### config.mk
export PLATFORM = sky130hd
export DESIGN_NAME = line_color_blob_segmenter
export DESIGN_NICKNAME = d
export VERILOG_FILES = /design/src/rtl/lcbs_pkg.sv /design/src/rtl/lcbs_regs.sv /design/src/rtl/lcbs_ctrl.sv /design/src/rtl/lcbs_dp.sv /design/src/rtl/line_color_blob_segmenter.sv
export SDC_FILE = /design/constraint.sdc
export NUM_CORES = 2
export LEC_CHECK = 0
export BUFFER_PORTS_ARGS = -buffer_cell sky130_fd_sc_hd__buf_2
export CAP_MARGIN = 20
export CORE_ASPECT_RATIO = 1.25
export CORE_MARGIN = 10
export CORE_UTILIZATION = 55
export CTS_CLUSTER_DIAMETER = 60
export DETAILED_ROUTE_END_ITERATION = 10
export HOLD_SLACK_MARGIN = 0.1
export PLACE_DENSITY = 0.72
export SLEW_MARGIN = 25
export SYNTH_ARGS = -nofsm -noshare
export SYNTH_HDL_FRONTEND = slang
export SYNTH_HIERARCHICAL = 1
export SYNTH_SLANG_ARGS = --single-unit
### constraint.sdc
create_clock -name clk -period 14.3 [get_ports clk]
set_input_delay 2.145 -clock clk [delete_from_list [all_inputs] [get_ports clk]]
set_output_delay 2.145 -clock clk [all_outputs]
set_load 0.01 [all_outputs]
### src/rtl/lcbs_pkg.sv
// Shared types and constants for the line colour blob segmenter.
package lcbs_pkg;

  // Zone geometry
  localparam int unsigned MAX_ZONE_PIXELS = 256;
  localparam int unsigned PIX_IDX_W       = 9;

  // Significance fraction num/den, both below 2^21
  localparam int unsigned NUM_W = 21;
  localparam int unsigned DEN_W = 21;
  localparam int unsigned SIG_W = 16;
  localparam int unsigned SAT_MUL   = 5355;   // 7 * 765
  localparam int unsigned LUM_FULL  = 765;
  localparam int unsigned LUM_MUL   = 3;
  localparam int unsigned DEN_MUL   = 7650;
  localparam int unsigned BLACK_NUM = 3;
  localparam int unsigned BLACK_DEN = 10;
  localparam int unsigned THR_MUL   = 10;

  // Divider step counts
  localparam int unsigned SIG_STEPS  = 16;
  localparam int unsigned MEAN_STEPS = 8;

  // Register map (word index)
  localparam logic [1:0] REG_SIM_LIMIT = 2'd0;
  localparam logic [1:0] REG_MIN_PIX   = 2'd1;
  localparam logic [1:0] REG_MAX_BLOBS = 2'd2;

  localparam logic [17:0] SIM_LIMIT_RST = 18'd900;
  localparam logic [8:0]  MIN_PIX_RST   = 9'd3;
  localparam logic [6:0]  MAX_BLOBS_RST = 7'd8;

  typedef struct packed {
    logic [7:0] red;
    logic [7:0] green;
    logic [7:0] blue;
    logic       last_pixel;
  } pix_t;

  typedef struct packed {
    logic        blob_valid;
    logic [7:0]  blob_start;
    logic [8:0]  blob_count;
    logic [7:0]  mean_red;
    logic [7:0]  mean_green;
    logic [7:0]  mean_blue;
    logic [15:0] blob_significance;
    logic        zone_done;
  } res_t;

  typedef struct packed {
    logic [17:0] similarity_limit;
    logic [8:0]  min_blob_pixels;
    logic [6:0]  max_blobs;
  } cfg_t;

  typedef enum logic [3:0] {
    ST_IDLE,
    ST_CALC,
    ST_DECIDE,
    ST_SIG,
    ST_POST,
    ST_OUT,
    ST_FINAL,
    ST_MDIV,
    ST_BUILD
  } state_t;

  // Controller to datapath
  typedef struct packed {
    logic load;
    logic calc;
    logic decide;
    logic sig_step;
    logic mean_step;
    logic post;
    logic zone_end;
    logic build;
  } cmd_t;

  // Datapath to controller
  typedef struct packed {
    logic close1;
    logic last;
    logic final_emit;
  } sts_t;

endpackage

### src/rtl/lcbs_regs.sv
// APB-style configuration registers.
module lcbs_regs (
  input  logic              clk,
  input  logic              rst_n,
  input  logic              psel,
  input  logic              penable,
  input  logic              pwrite,
  input  logic [3:0]        paddr,
  input  logic [31:0]       pwdata,
  output logic [31:0]       prdata,
  output logic              pready,
  output lcbs_pkg::cfg_t    cfg
);

  lcbs_pkg::cfg_t cfg_r;
  logic           wr_en;

  assign pready = 1'b1;
  assign wr_en  = psel && penable && pwrite;
  assign cfg    = cfg_r;

  // register writes
  always_ff @(posedge clk) begin
    if (!rst_n) begin
      cfg_r.similarity_limit <= lcbs_pkg::SIM_LIMIT_RST;
      cfg_r.min_blob_pixels  <= lcbs_pkg::MIN_PIX_RST;
      cfg_r.max_blobs        <= lcbs_pkg::MAX_BLOBS_RST;
    end else if (wr_en) begin
      case (paddr[3:2])
        lcbs_pkg::REG_SIM_LIMIT: cfg_r.similarity_limit <= pwdata[17:0];
        lcbs_pkg::REG_MIN_PIX:   cfg_r.min_blob_pixels  <= pwdata[8:0];
        lcbs_pkg::REG_MAX_BLOBS: cfg_r.max_blobs        <= pwdata[6:0];
        default: ;
      endcase
    end
  end

  // read mux
  always_comb begin
    case (paddr[3:2])
      lcbs_pkg::REG_SIM_LIMIT: prdata = {14'd0, cfg_r.similarity_limit};
      lcbs_pkg::REG_MIN_PIX:   prdata = {23'd0, cfg_r.min_blob_pixels};
      lcbs_pkg::REG_MAX_BLOBS: prdata = {25'd0, cfg_r.max_blobs};
      default:                 prdata = 32'd0;
    endcase
  end

endmodule

### src/rtl/lcbs_ctrl.sv
// Sequencing state machine: one pixel at a time through calc, decide, divide, emit.
module lcbs_ctrl (
  input  logic            clk,
  input  logic            rst_n,
  input  logic            in_valid,
  output logic            in_ready,
  output logic            out_valid,
  input  logic            out_ready,
  input  lcbs_pkg::sts_t  sts,
  output lcbs_pkg::cmd_t  cmd
);

  lcbs_pkg::state_t state_r, state_nxt;
  logic [3:0]       cnt_r, cnt_nxt;
  logic             go_final_r, go_final_nxt;

  // state register
  always_ff @(posedge clk) begin
    if (!rst_n) begin
      state_r    <= lcbs_pkg::ST_IDLE;
      cnt_r      <= 4'd0;
      go_final_r <= 1'b0;
    end else begin
      state_r    <= state_nxt;
      cnt_r      <= cnt_nxt;
      go_final_r <= go_final_nxt;
    end
  end

  // next state and commands
  always_comb begin
    state_nxt    = state_r;
    cnt_nxt      = cnt_r;
    go_final_nxt = go_final_r;
    cmd          = '0;
    in_ready     = 1'b0;
    out_valid    = 1'b0;
    case (state_r)
      lcbs_pkg::ST_IDLE: begin
        in_ready = 1'b1;
        if (in_valid) begin
          cmd.load  = 1'b1;
          state_nxt = lcbs_pkg::ST_CALC;
        end
      end
      lcbs_pkg::ST_CALC: begin
        cmd.calc  = 1'b1;
        state_nxt = lcbs_pkg::ST_DECIDE;
      end
      lcbs_pkg::ST_DECIDE: begin
        cmd.decide = 1'b1;
        cnt_nxt    = 4'd0;
        state_nxt  = lcbs_pkg::ST_SIG;
      end
      lcbs_pkg::ST_SIG: begin
        cmd.sig_step  = 1'b1;
        cmd.mean_step = (cnt_r < 4'(lcbs_pkg::MEAN_STEPS));
        cnt_nxt       = cnt_r + 4'd1;
        if (cnt_r == 4'(lcbs_pkg::SIG_STEPS - 1)) state_nxt = lcbs_pkg::ST_POST;
      end
      lcbs_pkg::ST_POST: begin
        cmd.post = 1'b1;
        if (sts.close1) begin
          go_final_nxt = sts.last;
          state_nxt    = lcbs_pkg::ST_OUT;
        end else if (sts.last) begin
          state_nxt = lcbs_pkg::ST_FINAL;
        end else begin
          state_nxt = lcbs_pkg::ST_IDLE;
        end
      end
      lcbs_pkg::ST_OUT: begin
        out_valid = 1'b1;
        if (out_ready) begin
          go_final_nxt = 1'b0;
          state_nxt    = go_final_r ? lcbs_pkg::ST_FINAL : lcbs_pkg::ST_IDLE;
        end
      end
      lcbs_pkg::ST_FINAL: begin
        cmd.zone_end = 1'b1;
        cnt_nxt      = 4'd0;
        if (sts.final_emit)  state_nxt = lcbs_pkg::ST_MDIV;
        else if (sts.close1) state_nxt = lcbs_pkg::ST_IDLE;
        else                 state_nxt = lcbs_pkg::ST_OUT;   // bare zone-done marker
      end
      lcbs_pkg::ST_MDIV: begin
        cmd.mean_step = 1'b1;
        cnt_nxt       = cnt_r + 4'd1;
        if (cnt_r == 4'(lcbs_pkg::MEAN_STEPS - 1)) state_nxt = lcbs_pkg::ST_BUILD;
      end
      lcbs_pkg::ST_BUILD: begin
        cmd.build = 1'b1;
        state_nxt = lcbs_pkg::ST_OUT;
      end
      default: state_nxt = lcbs_pkg::ST_IDLE;
    endcase
  end

endmodule

### src/rtl/lcbs_dp.sv
// Datapath: significance fraction, run state, serial dividers, result register.
module lcbs_dp (
  input  logic            clk,
  input  logic            rst_n,
  input  lcbs_pkg::cmd_t  cmd,
  output lcbs_pkg::sts_t  sts,
  input  lcbs_pkg::cfg_t  cfg,
  input  lcbs_pkg::pix_t  in_data,
  output lcbs_pkg::res_t  out_data
);

  // pixel and per-pixel terms
  lcbs_pkg::pix_t                  pix_r;
  logic [lcbs_pkg::NUM_W-1:0]      num_r;
  logic [lcbs_pkg::DEN_W-1:0]      den_r;
  logic [17:0]                     dist_r;

  // run state
  logic [lcbs_pkg::PIX_IDX_W-1:0]  pix_idx_r;
  logic                            in_blob_r;
  logic [7:0]                      prev_red_r, prev_green_r, prev_blue_r;
  logic [7:0]                      run_start_r;
  logic [8:0]                      run_count_r;
  logic [15:0]                     sum_red_r, sum_green_r, sum_blue_r;
  logic [15:0]                     start_sig_r;
  logic [6:0]                      blobs_r;
  logic                            close1_r;
  logic                            started_r;

  // emission snapshot and dividers
  logic [7:0]                      em_start_r;
  logic [8:0]                      em_count_r;
  logic [15:0]                     em_sig_r;
  logic [lcbs_pkg::NUM_W:0]        srem_r;
  logic [15:0]                     sq_r;
  logic [7:0]                      mq_r   [3];
  logic [9:0]                      mrem_r [3];
  lcbs_pkg::res_t                  out_r;

  // combinational terms
  logic [7:0]                      mx, mn;
  logic [9:0]                      lum;
  logic [lcbs_pkg::NUM_W-1:0]      num_c;
  logic [lcbs_pkg::DEN_W-1:0]      den_c;
  logic signed [17:0]              dr, dg, db;
  logic [17:0]                     dist_c;
  logic [24:0]                     num10;
  logic                            sig_ok, extend, close_emit, start;
  logic [6:0]                      blobs_after;
  logic [lcbs_pkg::NUM_W:0]        st;
  logic [15:0]                     sums_snap [3];
  logic                            final_emit;

  assign out_data = out_r;

  // max, min and the exact significance fraction
  always_comb begin
    mx = pix_r.red;
    mn = pix_r.red;
    if (pix_r.green > mx) mx = pix_r.green;
    if (pix_r.blue  > mx) mx = pix_r.blue;
    if (pix_r.green < mn) mn = pix_r.green;
    if (pix_r.blue  < mn) mn = pix_r.blue;
    lum = 10'(lcbs_pkg::LUM_FULL) - (10'(pix_r.red) + 10'(pix_r.green) + 10'(pix_r.blue));
    if (mx == 8'd0) begin
      num_c = lcbs_pkg::NUM_W'(lcbs_pkg::BLACK_NUM);
      den_c = lcbs_pkg::DEN_W'(lcbs_pkg::BLACK_DEN);
    end else begin
      num_c = lcbs_pkg::NUM_W'(21'(mx - mn) * 21'(lcbs_pkg::SAT_MUL))
            + lcbs_pkg::NUM_W'(21'(mx) * 21'(lum) * 21'(lcbs_pkg::LUM_MUL));
      den_c = lcbs_pkg::DEN_W'(21'(mx) * 21'(lcbs_pkg::DEN_MUL));
    end
  end

  // squared distance to the previous pixel
  always_comb begin
    dr     = 18'(signed'({1'b0, pix_r.red})   - signed'({1'b0, prev_red_r}));
    dg     = 18'(signed'({1'b0, pix_r.green}) - signed'({1'b0, prev_green_r}));
    db     = 18'(signed'({1'b0, pix_r.blue})  - signed'({1'b0, prev_blue_r}));
    dist_c = 18'($unsigned(dr * dr)) + 18'($unsigned(dg * dg)) + 18'($unsigned(db * db));
  end

  // run decisions for the current pixel
  always_comb begin
    num10       = 25'(num_r) * 25'(lcbs_pkg::THR_MUL);
    sig_ok      = (pix_idx_r < lcbs_pkg::PIX_IDX_W'(lcbs_pkg::MAX_ZONE_PIXELS))
                  && (num10 > 25'(den_r));
    extend      = in_blob_r && sig_ok && (dist_r < cfg.similarity_limit);
    close_emit  = in_blob_r && !extend && (run_count_r >= cfg.min_blob_pixels);
    blobs_after = blobs_r + 7'(close_emit);
    start       = !extend && sig_ok && (blobs_after < cfg.max_blobs);
    final_emit  = in_blob_r && (run_count_r >= cfg.min_blob_pixels);
    st          = {srem_r[lcbs_pkg::NUM_W-1:0], 1'b0};
  end

  assign sts.close1     = close1_r;
  assign sts.last       = pix_r.last_pixel;
  assign sts.final_emit = final_emit;

  // pixel capture and per-pixel terms
  always_ff @(posedge clk) begin
    if (cmd.load) pix_r <= in_data;
    if (cmd.calc) begin
      num_r  <= num_c;
      den_r  <= den_c;
      dist_r <= dist_c;
    end
  end

  // run state
  always_ff @(posedge clk) begin
    if (!rst_n) begin
      pix_idx_r    <= '0;
      in_blob_r    <= 1'b0;
      prev_red_r   <= '0;
      prev_green_r <= '0;
      prev_blue_r  <= '0;
      run_start_r  <= '0;
      run_count_r  <= '0;
      sum_red_r    <= '0;
      sum_green_r  <= '0;
      sum_blue_r   <= '0;
      start_sig_r  <= '0;
      blobs_r      <= '0;
      close1_r     <= 1'b0;
      started_r    <= 1'b0;
    end else if (cmd.decide) begin
      close1_r     <= close_emit;
      started_r    <= start;
      blobs_r      <= blobs_after;
      prev_red_r   <= pix_r.red;
      prev_green_r <= pix_r.green;
      prev_blue_r  <= pix_r.blue;
      if (!pix_r.last_pixel
          && pix_idx_r < lcbs_pkg::PIX_IDX_W'(lcbs_pkg::MAX_ZONE_PIXELS)) begin
        pix_idx_r <= pix_idx_r + 1'b1;
      end
      if (extend) begin
        run_count_r <= run_count_r + 9'd1;
        sum_red_r   <= sum_red_r   + 16'(pix_r.red);
        sum_green_r <= sum_green_r + 16'(pix_r.green);
        sum_blue_r  <= sum_blue_r  + 16'(pix_r.blue);
      end else if (start) begin
        in_blob_r   <= 1'b1;
        run_start_r <= pix_idx_r[7:0];
        run_count_r <= 9'd1;
        sum_red_r   <= 16'(pix_r.red);
        sum_green_r <= 16'(pix_r.green);
        sum_blue_r  <= 16'(pix_r.blue);
      end else begin
        in_blob_r <= 1'b0;
      end
    end else if (cmd.post) begin
      if (started_r) start_sig_r <= sq_r;
    end else if (cmd.zone_end) begin
      pix_idx_r <= '0;
      in_blob_r <= 1'b0;
      blobs_r   <= '0;
    end
  end

  // snapshot of the blob being emitted
  always_comb begin
    sums_snap[0] = sum_red_r;
    sums_snap[1] = sum_green_r;
    sums_snap[2] = sum_blue_r;
  end

  always_ff @(posedge clk) begin
    if (cmd.decide || cmd.zone_end) begin
      em_start_r <= run_start_r;
      em_count_r <= run_count_r;
      em_sig_r   <= start_sig_r;
    end
  end

  // significance divider, one quotient bit a cycle
  always_ff @(posedge clk) begin
    if (cmd.decide) begin
      srem_r <= {1'b0, num_r};
      sq_r   <= '0;
    end else if (cmd.sig_step) begin
      if (st >= {1'b0, den_r}) begin
        srem_r <= st - {1'b0, den_r};
        sq_r   <= {sq_r[14:0], 1'b1};
      end else begin
        srem_r <= st;
        sq_r   <= {sq_r[14:0], 1'b0};
      end
    end
  end

  // three mean dividers; quotient below 256 so start from the top byte
  for (genvar c = 0; c < 3; c++) begin : g_mean
    logic [9:0] mt;
    assign mt = {mrem_r[c][8:0], mq_r[c][7]};
    always_ff @(posedge clk) begin
      if (cmd.decide || cmd.zone_end) begin
        mrem_r[c] <= {2'b00, sums_snap[c][15:8]};
        mq_r[c]   <= sums_snap[c][7:0];
      end else if (cmd.mean_step) begin
        if (mt >= {1'b0, em_count_r}) begin
          mrem_r[c] <= mt - {1'b0, em_count_r};
          mq_r[c]   <= {mq_r[c][6:0], 1'b1};
        end else begin
          mrem_r[c] <= mt;
          mq_r[c]   <= {mq_r[c][6:0], 1'b0};
        end
      end
    end
  end

  // result register
  always_ff @(posedge clk) begin
    if ((cmd.post && close1_r) || cmd.build) begin
      out_r.blob_valid        <= 1'b1;
      out_r.blob_start        <= em_start_r;
      out_r.blob_count        <= em_count_r;
      out_r.mean_red          <= mq_r[0];
      out_r.mean_green        <= mq_r[1];
      out_r.mean_blue         <= mq_r[2];
      out_r.blob_significance <= em_sig_r;
      out_r.zone_done         <= cmd.build || (pix_r.last_pixel && !final_emit);
    end else if (cmd.zone_end && !final_emit && !close1_r) begin
      out_r           <= '0;
      out_r.zone_done <= 1'b1;
    end
  end

endmodule

### src/rtl/line_color_blob_segmenter.sv
// Line colour blob segmenter: top level.
// Usage:
//   in_valid/in_ready/in_data carry one RGB pixel a beat with a last-pixel flag.
//   out_valid/out_ready/out_data carry one result a beat: a blob (start, count,
//   floor mean colour, start significance in Q0.16) or a bare zone-done marker.
//   psel/penable/pwrite/paddr/pwdata/prdata/pready: registers similarity_limit
//   (0x0), min_blob_pixels (0x4), max_blobs (0x8); write only while idle.
// Timing:
//   One pixel at a time. A pixel that emits nothing passes calc, decide, the
//   bit-serial significance divider and post before in_ready returns; blob
//   means come from three bit-serial dividers run alongside it. A closing
//   blob adds one result beat. The last pixel of a zone adds another mean
//   division when its own blob closes, plus one result beat, or a marker beat.
// Reset (rst_n low, synchronous) clears the zone state and loads register
// defaults. While out_ready is low the result is held and no pixel is taken.
module line_color_blob_segmenter (
  input  logic             clk,
  input  logic             rst_n,
  input  logic             in_valid,
  output logic             in_ready,
  input  lcbs_pkg::pix_t   in_data,
  output logic             out_valid,
  input  logic             out_ready,
  output lcbs_pkg::res_t   out_data,
  input  logic             psel,
  input  logic             penable,
  input  logic             pwrite,
  input  logic [3:0]       paddr,
  input  logic [31:0]      pwdata,
  output logic [31:0]      prdata,
  output logic             pready
);

  lcbs_pkg::cfg_t cfg;
  lcbs_pkg::cmd_t cmd;
  lcbs_pkg::sts_t sts;

  lcbs_regs u_regs (
    .clk     (clk),
    .rst_n   (rst_n),
    .psel    (psel),
    .penable (penable),
    .pwrite  (pwrite),
    .paddr   (paddr),
    .pwdata  (pwdata),
    .prdata  (prdata),
    .pready  (pready),
    .cfg     (cfg)
  );

  lcbs_ctrl u_ctrl (
    .clk       (clk),
    .rst_n     (rst_n),
    .in_valid  (in_valid),
    .in_ready  (in_ready),
    .out_valid (out_valid),
    .out_ready (out_ready),
    .sts       (sts),
    .cmd       (cmd)
  );

  lcbs_dp u_dp (
    .clk      (clk),
    .rst_n    (rst_n),
    .cmd      (cmd),
    .sts      (sts),
    .cfg      (cfg),
    .in_data  (in_data),
    .out_data (out_data)
  );

endmodule

==> key figures <==
Clock network
  – Cts repair resizes: 0
  – TritonCTS clock tree: done
  – H-Tree Depth: 2
  – CTS Buffer Depth: 3
  – CTS Root Buffer Type: clkbuf_16
  – # clock sinks: ~430
  – Worst-path clk slew: approximately 0.060 ns
  – Post-CTS Hold Buffers: 0
  – TritonCTS Buffers: 50
  – Setup bufs post-CTS: 0
  – Skew-Pair Late Insertion Delay: 0.61 ns

Drt
  – Post-Route WL: approximately 94000 um
  – Detailed-route via count: approximately 29k
  – Avg WL per Cell: between 15 and 20 um
  – DRC: 0
  – Number of DRC markers in iteration 0: about 1.7k
  – Post-route ant nets: 0
  – Routed vias/inst: about 5.5
  – First-pass DRT Iterations: 5

STA
  – Finish-stage setup viols: 0
  – Final worst path period need: roughly 13 ns
  – F_max: approximately 78 MHz
  – Slew @ Worst Pin: approximately 1.0 ns
  – RSZ-0062 raised after global routing: false
  – Max-slew violation count: 0
  – TNS Setup: 0 ns
  – Hold Vio Cnt, Final: 0
  – Final period utilization: 0.9005
  – Slew margin rel.: 0.3077
  – Clock skew: roughly 0.018 ns

Critical path
  – Worst endpoint required time: 14.65 ns
  – Crit path max-delay cell type: a22oi_1
  – WP data arrival: 13.23 ns
  – Largest stage delay, worst path: approximately 0.76 ns
  – Crit end category: flip-flop
  – Worst Path Class, Setup: flip-flop to flip-flop
  – Crit path launch type: flip-flop
  – Max FO, Critical Path: 10
  – Most frequent CP cell: fa_1

Cells and area
  – Most common cell after layout, fill and taps aside: inv_1
  – Area Overhead vs Synth: 8.229%
  – Multi-input logic area: about 27000 um2
  – Fillers: 6296
  – Core Util, Final: 0.6023
  – Share of layout cells above drive strength 1: 0.07536
  – Register area: around 11000 um2
  – Commonest non-fill, non-tap cells in the layout: inv_1 (751), ha_1 (489), fa_1 (396)
  – Final #Nets: 5303

Yosys
  – Largest cells by area after synthesis: fa_1 (19%), edfxtp_1 (18%), ha_1 (15%)
  – Post-synthesis average cell area: roughly 9.6 um2
  – Biggest area consumer among synthesized cells: fa_1
  – Synth top area share: 0.1935
  – Mapped Cells: 4245
  – Synth cell types: between 80 and 90
  – Area of the mapped netlist: between 40000 and 50000 um2
  – Synth Flop Type: edfxtp_1
  – Number of synthesized flops with an enable pin: between 200 and 250
  – Synth Register Bits: about 430
  – Post-synth ARST share: 0
  – Sequential-to-total area share from yosys stat: 0.2710
  – Syn. warnings: 6

Global route
  – GRT Max-Usage Layer: met2
  – Initial antenna violation count: 1
  – GRT overflow: 0
  – Vias in the first global route: approximately 30k
  – First-pass GRT wire length: between 150000 and 200000 um
  – Largest net degree at the start of global routing: 92
  – Global Route met2 Usage: 0.4047
  – M1 GR Usage: 0.2541
  – Total GRT Usage: 0.2187
  – Met3 usage: 0.02569

Floorplanning
  – Die Y: about 330 um
  – Floorplan row count: approximately 110
  – CORE AREA: around 74000 um2
  – Starting Density: 0.5565
  – Die X: about 260 um
  – IO Pins: around 160
  – Die area: between 80000 and 90000 um2

Placement
  – Port Buffer Count: 130
  – GPL Wtd Cong: 0.9132
  – Detail Placement HPWL: around 75000 um

Run status
  – Status: finished, final reports clean

Worst hold path
  – Hold crit path type: flip-flop to flip-flop

Run
  – Max-Cap Viols: 0
stage by stage:
stage | instances | hold WS [ns] | cell area, um2 | setup slack (ns)
after floorplan | 4258 | 0.4079 | 41010 | 2.687
after global placement | 5258 | 0.4131 | 42570 | 1.717
after detailed placement | 5258 | 0.4130 | 42580 | 1.636
after CTS | 5352 | 0.4279 | 44310 | 1.532
after global routing | 5352 | 0.4374 | 44330 | 0.6401
final | 5354 | 0.4272 | 44330 | 1.423
cell usage after synthesis (22+ instances only):
| cell | count |
|---|---|
| edfxtp_1 | 247 |
| a21o_1 | 70 |
| nor2_1 | 292 |
| mux2_2 | 32 |
| mux2i_1 | 134 |
| xor2_1 | 75 |
| buf_2 | 22 |
| nor2b_1 | 82 |
| fa_1 | 396 |
| inv_1 | 751 |
| o21ai_0 | 112 |
| xnor2_1 | 119 |
| nor3_1 | 51 |
| buf_4 | 23 |
| nand3_1 | 63 |
| and2_1 | 43 |
| ha_1 | 489 |
| and3_1 | 26 |
| dfxtp_1 | 184 |
| a21oi_1 | 172 |
| o211ai_1 | 24 |
| nand2b_1 | 40 |
| clkbuf_1 | 64 |
| nand2_1 | 388 |
| o21bai_1 | 32 |
worst max-delay path, delay by kind of cell, from the launching register on:
| kind | cells | cell delay, ns |
|---|---|---|
| buffers and inverters | 7 | 0.88 |
| AO/OA/AOI/OAI | 12 | 3.27 |
| AND/OR/NAND/NOR | 6 | 1.06 |
| flip-flops | 1 | 0.61 |
| multiplexers | 2 | 0.92 |
| XOR/XNOR | 2 | 0.34 |
| adder cells (fa/ha/maj) | 13 | 5.56 |
cell type report:
| class | instances | area share |
|---|---|---|
| repair buffers | 167 | 0.02094 |
| diodes | 2 | 0.0001129 |
| well taps | 960 | 0.02709 |
| multi-input cells | 2941 | 0.5981 |
| flip-flops and latches | 431 | 0.2504 |
| clock buffers | 68 | 0.03277 |
| clock inverters | 26 | 0.006294 |
| inverters | 759 | 0.06427 |
kinds of logic after synthesis:
family	Yosys count	synth area share
AOI/OAI and AO/OA	612	0.09760
xor gates and xnor gates	194	0.04148
adders and majority gates	885	0.3429
buffers and inverters	886	0.08489
DFF	431	0.2710
muxes	167	0.04182
other	2	0.0001833
and+or+nand+nor	1068	0.1201
worst paths after layout:
check / from / cells past startpoint / end / slack [ns]
max: u_dp/pix_r[18]$_DFFE_PP_ / 42 / u_dp/num_r[19]$_SDFFCE_PN0P_ / 1.42
max reg2reg: u_dp/pix_r[18]$_DFFE_PP_ / 42 / u_dp/num_r[19]$_SDFFCE_PN0P_ / 1.42
min: u_dp/run_start_r[4]$_SDFFE_PN0P_ / 0 / u_dp/em_start_r[4]$_DFFE_PP_ / 0.43
min reg2reg: u_dp/run_start_r[4]$_SDFFE_PN0P_ / 0 / u_dp/em_start_r[4]$_DFFE_PP_ / 0.43
routing by layer:
layer / vias up / part of all wire
met1: 14330 / 0.40
li1: 14160 / -
met2: 673 / 0.52
met5: - / 0.00014
met3: 170 / 0.045
met4: 2 / 0.036
flip-flops by register name (all words and copies together) (netlist names), 16 cells and up:
register          count
u_dp/den_r           20
u_dp/em_sig_r        16
u_dp/sum_red_r       16
u_dp/num_r           21
u_dp/dist_r          18
u_dp/srem_r          21
u_dp/sq_r            16
u_dp/out_data        59
u_dp/mrem_r          27
u_dp/sum_green_r     16
u_dp/mq_r            24
u_dp/pix_r           24
u_dp/sum_blue_r      16
u_dp/start_sig_r     16
u_regs/cfg           34
Power is not shown: default switching activity piles up to over one toggle a cycle in this logic, so the estimate is an artifact.
